File: src/design/spq_pkg.sv
// ----------------------------------------------------------------------------
// spq_pkg: shared types and defaults for the stable priority queue
// Holds the command codes, the per-cell control group and the default sizes.
// ----------------------------------------------------------------------------
package spq_pkg;

  // Default sizes
  localparam int DEPTH_DEF          = 16;
  localparam int VALUE_WIDTH_DEF    = 32;
  localparam int PRIORITY_WIDTH_DEF = 16;

  // Command codes carried on in_kind
  typedef enum logic {
    KIND_INSERT = 1'b0,
    KIND_POP    = 1'b1
  } spq_kind_t;

  // Control broadcast to every cell of the row
  typedef struct packed {
    logic shift_in;   // accepted insert: open a gap and drop the new entry in
    logic shift_out;  // accepted pop: everything moves one cell to the front
  } spq_ctrl_t;

endpackage

File: src/design/spq_cell.sv
// ----------------------------------------------------------------------------
// spq_cell: one slot of the sorted shift row
// Holds one entry, compares it with the incoming key and takes the new entry,
// its left neighbor or its right neighbor on a shift.
// ----------------------------------------------------------------------------
module spq_cell
  import spq_pkg::*;
#(
  parameter int VALUE_WIDTH    = VALUE_WIDTH_DEF,
  parameter int PRIORITY_WIDTH = PRIORITY_WIDTH_DEF
) (
  input  logic                             clk,
  input  spq_ctrl_t                        ctrl,
  input  logic                             occupied,
  input  logic signed [PRIORITY_WIDTH-1:0] key,
  input  logic        [VALUE_WIDTH-1:0]    new_value,
  input  logic                             left_behind,
  input  logic signed [PRIORITY_WIDTH-1:0] left_priority,
  input  logic        [VALUE_WIDTH-1:0]    left_value,
  input  logic signed [PRIORITY_WIDTH-1:0] right_priority,
  input  logic        [VALUE_WIDTH-1:0]    right_value,
  output logic                             behind,
  output logic signed [PRIORITY_WIDTH-1:0] priority_q,
  output logic        [VALUE_WIDTH-1:0]    value_q
);

  logic signed [PRIORITY_WIDTH-1:0] priority_r;
  logic        [VALUE_WIDTH-1:0]    value_r;

  // New entry belongs in front of this slot: slot empty or strictly larger
  assign behind = !occupied || (priority_r > key);

  // Insert: first behind slot takes the new entry, later ones shift right.
  // Pop: every slot takes its right neighbor.
  always_ff @(posedge clk) begin
    if (ctrl.shift_in && behind) begin
      if (left_behind) begin
        priority_r <= left_priority;
        value_r    <= left_value;
      end else begin
        priority_r <= key;
        value_r    <= new_value;
      end
    end else if (ctrl.shift_out) begin
      priority_r <= right_priority;
      value_r    <= right_value;
    end
  end

  assign priority_q = priority_r;
  assign value_q    = value_r;

endmodule

File: src/design/stable_priority_queue.sv
// The out_strobe beat of a result comes in the cycle after its accepted start.
// Throughput: one command per cycle; busy stays low, every slot shifts at once.
// Each command makes exactly one result beat; the receiver cannot stall.
// Reset (rst_n low, synchronous) empties the queue and clears out_strobe.
// Slot contents are not cleared; slots beyond the fill count are never read.
// ----------------------------------------------------------------------------
// stable_priority_queue: bounded sorted priority queue
// A row of cells keeps entries sorted smallest priority first; equal
// priorities leave in arrival order. Insert and pop each yield one result beat.
// ----------------------------------------------------------------------------
module stable_priority_queue
  import spq_pkg::*;
#(
  parameter int DEPTH          = DEPTH_DEF,
  parameter int VALUE_WIDTH    = VALUE_WIDTH_DEF,
  parameter int PRIORITY_WIDTH = PRIORITY_WIDTH_DEF
) (
  input  logic                             clk,
  input  logic                             rst_n,
  input  logic                             start,
  output logic                             busy,
  input  logic                             in_kind,
  input  logic signed [PRIORITY_WIDTH-1:0] in_priority_req,
  input  logic        [VALUE_WIDTH-1:0]    in_value,
  output logic                             out_strobe,
  output logic                             out_pop_valid,
  output logic signed [PRIORITY_WIDTH-1:0] out_priority,
  output logic        [VALUE_WIDTH-1:0]    out_value,
  output logic                             out_empty_res,
  output logic                             out_full_res,
  output logic                             out_error
);

  localparam int CW = $clog2(DEPTH + 1);

  // Fill count and result registers
  logic [CW-1:0]                    count_r, count_nxt;
  logic                             strobe_r, strobe_nxt;
  logic                             pop_valid_r, pop_valid_nxt;
  logic signed [PRIORITY_WIDTH-1:0] priority_r, priority_nxt;
  logic        [VALUE_WIDTH-1:0]    value_r, value_nxt;
  logic                             empty_r, empty_nxt;
  logic                             full_r, full_nxt;
  logic                             error_r, error_nxt;

  logic      accept, is_pop, q_empty, q_full, ins_ok, pop_ok;
  spq_ctrl_t ctrl;

  logic                             behind_w   [DEPTH];
  logic signed [PRIORITY_WIDTH-1:0] priority_w [DEPTH];
  logic        [VALUE_WIDTH-1:0]    value_w    [DEPTH];

  // Every cycle can take a command
  assign busy   = 1'b0;
  assign accept = start && !busy;
  assign is_pop = (in_kind == KIND_POP);

  assign q_empty = (count_r == '0);
  assign q_full  = (count_r == CW'(DEPTH));
  assign ins_ok  = accept && !is_pop && !q_full;
  assign pop_ok  = accept && is_pop && !q_empty;

  assign ctrl.shift_in  = ins_ok;
  assign ctrl.shift_out = pop_ok;

  // Row of cells
  for (genvar i = 0; i < DEPTH; i++) begin : g_cell
    logic                             occ;
    logic                             l_behind;
    logic signed [PRIORITY_WIDTH-1:0] l_pri, r_pri;
    logic        [VALUE_WIDTH-1:0]    l_val, r_val;

    assign occ = (CW'(i) < count_r);

    if (i == 0) begin : g_head
      assign l_behind = 1'b0;
      assign l_pri    = in_priority_req;
      assign l_val    = in_value;
    end else begin : g_mid
      assign l_behind = behind_w[i-1];
      assign l_pri    = priority_w[i-1];
      assign l_val    = value_w[i-1];
    end

    if (i == DEPTH - 1) begin : g_tail
      assign r_pri = priority_w[i];
      assign r_val = value_w[i];
    end else begin : g_body
      assign r_pri = priority_w[i+1];
      assign r_val = value_w[i+1];
    end

    spq_cell #(
      .VALUE_WIDTH    (VALUE_WIDTH),
      .PRIORITY_WIDTH (PRIORITY_WIDTH)
    ) u_cell (
      .clk            (clk),
      .ctrl           (ctrl),
      .occupied       (occ),
      .key            (in_priority_req),
      .new_value      (in_value),
      .left_behind    (l_behind),
      .left_priority  (l_pri),
      .left_value     (l_val),
      .right_priority (r_pri),
      .right_value    (r_val),
      .behind         (behind_w[i]),
      .priority_q     (priority_w[i]),
      .value_q        (value_w[i])
    );
  end

  // Count update and result beat
  always_comb begin
    count_nxt = count_r;
    if (ins_ok) begin
      count_nxt = count_r + CW'(1);
    end else if (pop_ok) begin
      count_nxt = count_r - CW'(1);
    end
    strobe_nxt    = accept;
    pop_valid_nxt = pop_ok;
    priority_nxt  = pop_ok ? priority_w[0] : '0;
    value_nxt     = pop_ok ? value_w[0] : '0;
    empty_nxt     = (count_nxt == '0);
    full_nxt      = (count_nxt == CW'(DEPTH));
    error_nxt     = accept && (is_pop ? q_empty : q_full);
  end

  always_ff @(posedge clk) begin
    if (!rst_n) begin
      count_r     <= '0;
      strobe_r    <= 1'b0;
      pop_valid_r <= 1'b0;
      error_r     <= 1'b0;
    end else begin
      count_r     <= count_nxt;
      strobe_r    <= strobe_nxt;
      pop_valid_r <= pop_valid_nxt;
      error_r     <= error_nxt;
    end
  end

  always_ff @(posedge clk) begin
    priority_r <= priority_nxt;
    value_r    <= value_nxt;
    empty_r    <= empty_nxt;
    full_r     <= full_nxt;
  end

  assign out_strobe    = strobe_r;
  assign out_pop_valid = pop_valid_r;
  assign out_priority  = priority_r;
  assign out_value     = value_r;
  assign out_empty_res = empty_r;
  assign out_full_res  = full_r;
  assign out_error     = error_r;

`ifndef SYNTHESIS
  // Fill count never passes the row length
  a_count_bound: assert property (@(posedge clk) disable iff (!rst_n)
    count_r <= CW'(DEPTH))
    else $error("fill count above depth");

  // Every accepted command yields a result beat next cycle
  a_one_result: assert property (@(posedge clk) disable iff (!rst_n)
    accept |=> out_strobe)
    else $error("missing result beat");

  // A returned entry is never flagged as an error
  a_pop_no_error: assert property (@(posedge clk) disable iff (!rst_n)
    out_pop_valid |-> out_strobe && !out_error)
    else $error("pop result with error");

  // A successful pop shrank the queue by one
  a_pop_count: assert property (@(posedge clk) disable iff (!rst_n)
    pop_ok |=> count_r == $past(count_r) - CW'(1))
    else $error("pop did not shrink queue");
`endif

endmodule

File: config.mk
export PLATFORM = sky130hd
export DESIGN_NAME = stable_priority_queue
export DESIGN_NICKNAME = d
export VERILOG_FILES = /design/src/design/spq_pkg.sv /design/src/design/spq_cell.sv /design/src/design/stable_priority_queue.sv
export SDC_FILE = /design/constraint.sdc
export NUM_CORES = 2
export LEC_CHECK = 0
export BUFFER_PORTS_ARGS = -buffer_cell sky130_fd_sc_hd__buf_2
export CAP_MARGIN = 30
export CORE_MARGIN = 1
export CORE_UTILIZATION = 42
export CTS_CLUSTER_DIAMETER = 50
export CTS_CLUSTER_SIZE = 20
export DETAILED_ROUTE_END_ITERATION = 12
export PLACE_DENSITY = 0.62
export SYNTH_ARGS = -nofsm -noshare
export SYNTH_HDL_FRONTEND = slang
export SYNTH_SLANG_ARGS = --single-unit
File: constraint.sdc
create_clock -name clk -period 8 [get_ports clk]
set_clock_uncertainty 0.1 [all_clocks]
set_input_delay 1.6 -clock clk [delete_from_list [all_inputs] [get_ports clk]]
set_output_delay 1.6 -clock clk [all_outputs]
set_load 0.1 [all_outputs]
# Yosys cells after proc, flatten, opt, wreduce, memory -nomap -nowiden
# Cells that the tools add are included.
totals:
  register_bits: 826
  inputBits: 52
  out_inout_bits: 54
classes:
  addsub: 2
  magnitude_cmp: 32
  n_eq_ne: 2
  muxes: 93
  n_reduce_logical: 73
op_table:
  columns: ["op", "count"]
  rows:
  - ["2-to-1 mux 32 bit", 45]
  - ["2-to-1 mux 16 bit", 45]
  - ["greater-than comparator 16 bit", 16]
  - ["< comparator 4 x 5 -> 1 bit, first input constant", 8]
  - ["nonzero test 2 bit", 15]
  - ["logical AND 1 bit", 21]
  - ["< comparator 3 x 5 -> 1 bit, first input constant", 4]
  - ["zero test 1 bit", 19]
  - ["logical OR 1 bit", 16]
  - ["equality test 5 bit, second input constant", 2]
  - ["zero test 5 bit", 2]
  - ["< comparator 1 x 5 -> 1 bit, first input constant", 2]
  - ["< comparator 2 x 5 -> 1 bit, first input constant", 2]
  - ["2-to-1 mux 5 bit", 2]
  - ["adder 5 x 1 -> 5 bit, second input constant", 1]
  - ["subtractor 5 x 1 -> 5 bit, second input constant", 1]
  - ["2-to-1 mux 1 bit", 1]

# Longest topological paths before layout
logic_depth:
  ltp_word: 6
  depth_mapped: 14

# By module
# Synthesis repeated with hierarchy kept, for this count alone.
unflattened:
  cells_unflattened: 4258
  hier_area_um2: 53035.9
by_module_without_submodules:
  columns: ["mod", "n_inst", "cells_each", "area_each_um2"]
  rows:
  - ["spq_cell at g_cell[0].u_cell ...", 11, 239, 3095.5]
  - ["spq_cell at g_cell[5].u_cell ...", 5, 286, 3387.0]
  - ["stable_priority_queue", 1, 199, 2050.7]

# Least setup slack after synthesis
# No wires, ideal clock.
synth_path:
  path_type: "input to register"
  from: "input in_priority_req[15]"
  to: "register g_cell[9].u_cell.priority_r[0], enable pin"
  setup_time_ns: 0.520
  arrival_ns: 7.071
  required_ns: 7.380
  slack_ns: 0.309
  stages: 11
  path_buffers: 2
  path_cell_list: "inv_1 -> ha_1 -> nand4_1 -> or3_1 -> a21o_1 -> o2111ai_1 -> xnor2_1 -> a21oi_2 -> buf_4 -> buf_4 -> o21ai_0"
synth_between:
  elab_chain_cells: 4
synth_lines:
  columns: ["item", "line", "rtl"]
  rows:
  - ["start, declared", "stable_priority_queue.sv:23", "input logic signed [PRIORITY_WIDTH-1:0] in_priority_req,"]
  - ["greater-than comparator 16 bit", "spq_cell.sv:31", "assign behind = !occupied || (priority_r > key);"]
  - ["logical OR 1 bit", "spq_cell.sv:31", null]
  - ["logical AND 1 bit", "spq_cell.sv:36", "if (ctrl.shift_in && behind) begin"]
  - ["nonzero test 2 bit (no source line)", null, null]
  - ["end signal, assigned", "spq_cell.sv:38", "priority_r <= left_priority;"]
  - ["end signal, assigned", "spq_cell.sv:41", "priority_r <= key;"]
  - ["end signal, assigned", "spq_cell.sv:45", "priority_r <= right_priority;"]
  - ["end, declared", "spq_cell.sv:27", "logic signed [PRIORITY_WIDTH-1:0] priority_r;"]
# Every way passes these cells.
# A chain may end at the register's enable or synchronous reset.

# Final worst setup path
layout_path:
  from: "input in_priority_req[9]"
  to: "register g_cell[7].u_cell.priority_r[15], data pin"
layout_between:
  elab_chain_cells: 4
  elab_cells_between_ends: 7
layout_lines:
  columns: ["item", "line"]
  rows:
  - ["greater-than comparator 16 bit", "spq_cell.sv:31"]
  - ["logical OR 1 bit", "spq_cell.sv:31"]
  - ["2-to-1 mux 16 bit or logical AND 1 bit (tied branches)", "spq_cell.sv:37, spq_cell.sv:36"]
  - ["2-to-1 mux 16 bit *", "spq_cell.sv:36"]
  - ["end signal, assigned", "spq_cell.sv:38"]
  - ["end signal, assigned", "spq_cell.sv:41"]
  - ["end signal, assigned", "spq_cell.sv:45"]
  - ["end, declared", "spq_cell.sv:27"]
# Every way passes the cells marked *; elsewhere a longest branch is shown, timed or not.

==> parameters.txt <==
Parameter                              Value

Status
  Status    completed

Yosys
  Share of the synthesized area in the top cell type    between 40% and 50%
  Most frequent cell after synthesis    sky130_fd_sc_hd__edfxtp_1
  Fraction of the yosys area taken by sequential cells    52.3%
  Share of flip-flops with an asynchronous set or reset after synthesis    0%
  Number of enable-type register cells in the synthesized netlist    about 770
  Cell types with the highest counts after synthesis    sky130_fd_sc_hd__edfxtp_1 (768), sky130_fd_sc_hd__mux2i_1 (659), sky130_fd_sc_hd__a21oi_1 (603)
  Dominant cell type by area after synthesis    sky130_fd_sc_hd__edfxtp_1
  Synth warnings    0
  Number of nets in the synthesized netlist    ~4500
  Most common flop cell mapped by yosys    sky130_fd_sc_hd__edfxtp_1
  Total standard cell area after synthesis    around 46000 um^2
  Post-synthesis cell count    around 4200
  Biggest area contributors in the synthesized netlist    sky130_fd_sc_hd__edfxtp_1 (50%), sky130_fd_sc_hd__mux2i_1 (14%), sky130_fd_sc_hd__ha_1 (7.0%)
  Number of synthesized register bits    826
  Mean Syn Cell Area    roughly 11 um^2
  Number of library cell types mapped by synthesis    between 60 and 70

Floorplanning
  Placeable Area    around 110000 um^2
  Starting density of the core    42.4%
  Number of top-level pins    approximately 110
  Number of core rows    121
  Die Y    between 300 and 400 um
  Horiz. Die Dim    between 300 and 400 um
  Total Die Area    approximately 110000 um^2

Finish
  Fraction of final layout cells sized beyond drive strength 1    about an eighth
  Synthesis-to-finish area growth    12.2%
  Number of nets in the layout    roughly 4500

STA
  Endpoints failing hold    0
  Setup repair after global routing missed its margin    false
  Clock period minus worst slack    a little under 6000 ps
  Final setup violation count    0
  Number of pins exceeding their max-slew limit in the final report    0
  Slew margin rel.    between 20% and 30%
  Final cycle utilization of the critical path    74.1%
  Highest clock rate    approximately 170 MHz
  Final sum of negative setup slack    0 ps
  Actual transition at the worst max-transition pin    1150 ps

CTS
  Resize count post-CTS    0
  TritonCTS clock tree    built
  CTS Root Buffer Type    sky130_fd_sc_hd__clkbuf_16
  Count of hold buffers inserted by post-cts repair    0
  H-tree depth    3
  Number of buffers added by the clock tree synthesis step    between 100 and 150
  Total setup buffers inserted after CTS    0
  Maximum root-to-sink buffer count    3
  Clock transition at the registers of the reported paths    approximately 60 ps
  Total clock sinks    ~830
  Clock latency on the worst-skew pair    710 ps

Power and ir drop
  Sequential share of power    between 40% and 50%
  Largest vdd supply drop    0.192 mV
  Combinational group share of total power    between 20% and 30%
  Internal power summed over all cells    a little over 9 mW
  Portion of total power attributed to the clock network    35.4%
  Net load switching power    ~4.6 mW
  Leakage component of the power    19.8 nW
  Switching share of power    33.0%
  Tot Pwr    between 10 and 15 mW
  Cell Pwr Density    around 270 nW/um^2

Global routing
  Maximum number of pins on one net before global-route repair    97
  Global-route wire length before repair    approximately 220 mm
  Vias in the first global route    approximately 33000
  Total global routing overflow    0
  Global router's overall resource usage    between 20% and 30%
  Initial antenna violation count    7

Critical path
  Worst Path Class, Setup    in -> reg
  Worst EP arrival    slightly above 6000 ps
  Largest stage delay on the critical path    about 910 ps
  Count of cells along the worst register-to-register path    7
  Critical Path RT    about 8200 ps
  RR Startpoint    count_r[4]
  Cell with the biggest individual delay on the critical path    sky130_fd_sc_hd__o21ai_0
  Cell-by-cell trace of the critical path    buf_2 > inv_1 > ha_1 > nand4_1 > or3_1 > a21oi_1 > or4_1 > o221a_4 > buf_4 > mux2i_1 > o21ai_0
  Startpoint type of the worst setup path    primary input
  Critical path buffer and inverter count    3
  Top delay family on crit path    buffers and inverters
  Type of destination of the critical path    flip-flop
  Worst reg2reg endpoint    g_cell[2].u_cell.value_q[25]
  Maximum fanout along the worst path    34
  Internal reg-to-reg setup slack    roughly 3100 ps

Detailed routing
  Count of antenna-violating nets left after detailed routing    0
  DR WL met2    64.4 mm
  Sum of routed wire segments on met1    ~65 mm
  Total Routed Length    149 mm
  Routed via count    between 30000 and 40000
  Average detailed-routed wire length per instance    26.1 um
  First-pass DRT Iterations    5
  Total met3 wirelength after detailed routing    roughly 14 mm
  Via density per instance    6.03
  Top layer in use    met5
  Count of routing violations after the opening detailed-route iteration    3916
  Detailed-route DRC error count    0

Hold path
  HP Start    g_cell[0].u_cell.value_q[14]
  Worst hold endpoint    out_value[14]
  Path type of the worst min-delay path    reg -> reg
  Worst hold path cell count    1

Place
  PortBufs    104
  Final HPWL DP    95.2 mm
  GPL Wtd Cong    1.00

Run
  Maximum Capacitance Violations    0
[worst max path at each step]
| stage | cells past startpoint | slack [ps] | start | endpoint |
|---|---|---|---|---|
| 6_report | 11 | 2070 | in_priority_req[9] | g_cell[7].u_cell.priority_q[15] |
| 5_1_grt | 11 | 2050 | in_priority_req[7] | g_cell[7].u_cell.value_q[28] |
| 4_1_cts | 11 | 2240 | in_priority_req[7] | g_cell[7].u_cell.value_q[28] |
| 3_5_place_dp | 11 | 1510 | in_priority_req[7] | g_cell[7].u_cell.value_q[17] |
| 3_3_place_gp | 11 | 1610 | in_priority_req[9] | g_cell[7].u_cell.value_q[17] |
| 2_1_floorplan | 11 | 310 | in_priority_req[15] | g_cell[9].u_cell.priority_q[0] |
[stage by stage]
step | area, um^2 | std cells | setup WS [ps] | utilization [%] | hold slack (ps)
finish | 52000 | 5720 | 2070 | 47.6 | 370
global route | 52000 | 5714 | 2050 | 47.6 | 386
CTS | 52000 | 5714 | 2240 | 47.6 | 372
detailed placement | 48400 | 5513 | 1510 | 44.3 | 360
global placement | 48200 | 5508 | 1610 | 44.2 | 355
floorplan | 46300 | 4178 | 309 | - | 347
[power groups by stage]
stage | combinational [mW] | clock (mW) | sequential, mW
finish | 2.95 | 4.91 | 6.01
global route | 3.20 | 5.11 | 6.07
CTS | 2.91 | 4.96 | 6.00
detailed placement | 2.90 | 0 | 6.08
global placement | 2.83 | 0 | 6.08
floorplan | 1.84 | 0 | 6.03
[per-layer routing]
| metal | global-route usage (%) | vias up |
|---|---|---|
| li1 | - | 15600 |
| met1 | 37.0 | 17000 |
| met2 | 39.6 | 1618 |
| met3 | 5.75 | 276 |
| met4 | 10.6 | 2 |
| met5 | 0 | - |
[cell type report]
type                            instances  area, um^2
Timing Repair Buffer                  180        1270
Clock buffer                          118        2760
Antenna cell                            6        15.0
Inverter                               40         150
Multi-Input combinational cell       2991       20900
Sequential cell                       826       24200
Clock inverter                         83         855
Fill cell                            9874       57200
Tap cell                             1476        1850
[logic make-up (layout without fill, tap and decap cells)]
group                    after synthesis  after routing  share of synthesized area, %
AO/OA/AOI/OAI                       1097           1097                          12.6
AND/OR/NAND/NOR                      887            887                          8.40
flip-flops                           826            826                          52.3
multiplexers                         740            740                          16.2
buffers and inverters                361            421                          3.39
adder cells (fa/ha/maj)              259            259                          6.99
XOR/XNOR                               7              7                         0.132
other                                  1              7                       0.00809
[worst register-to-register path: stages (launching register included)]
cell	delay [ps]
sky130_fd_sc_hd__dfxtp_1	590
sky130_fd_sc_hd__or2_1	470
sky130_fd_sc_hd__nor2_1	790
sky130_fd_sc_hd__o21ai_0	560
sky130_fd_sc_hd__o211a_4	430
sky130_fd_sc_hd__nand2b_4	360
sky130_fd_sc_hd__nand2_2	520
sky130_fd_sc_hd__buf_4	700
[cell usage in the layout, fill, tap and decap left out, drive strengths merged, types with 6 or more instances in the layout]
cell type  synthesis  layout
nor3              10      10
a21o              24      24
o21ai            383     383
diode              0       6
nand4             60      60
mux2              81      81
mux2i            659     659
nand3             32      32
clkinv             0      39
nor2             249     249
inv               40      68
clkbuf           185     118
nand2            407     407
a21oi            604     604
nor2b             19      19
clkinvlp           0      11
edfxtp           768     768
a211oi            10      10
nand2b            15      15
dfxtp             58      58
o211ai            18      18
and3              10      10
and2              58      58
o21a               7       7
ha               259     259
buf              136     180
[registers in the layout (all words and copies together) (netlist names)]
name                      flops
g_cell.u_cell.value_q       512
g_cell.u_cell.priority_q    256
out_value                    32
out_priority                 16
count_r                       5
out_empty_res                 1
out_error                     1
out_full_res                  1
out_pop_valid                 1
out_strobe                    1
(Power assumes the default switching activity.)
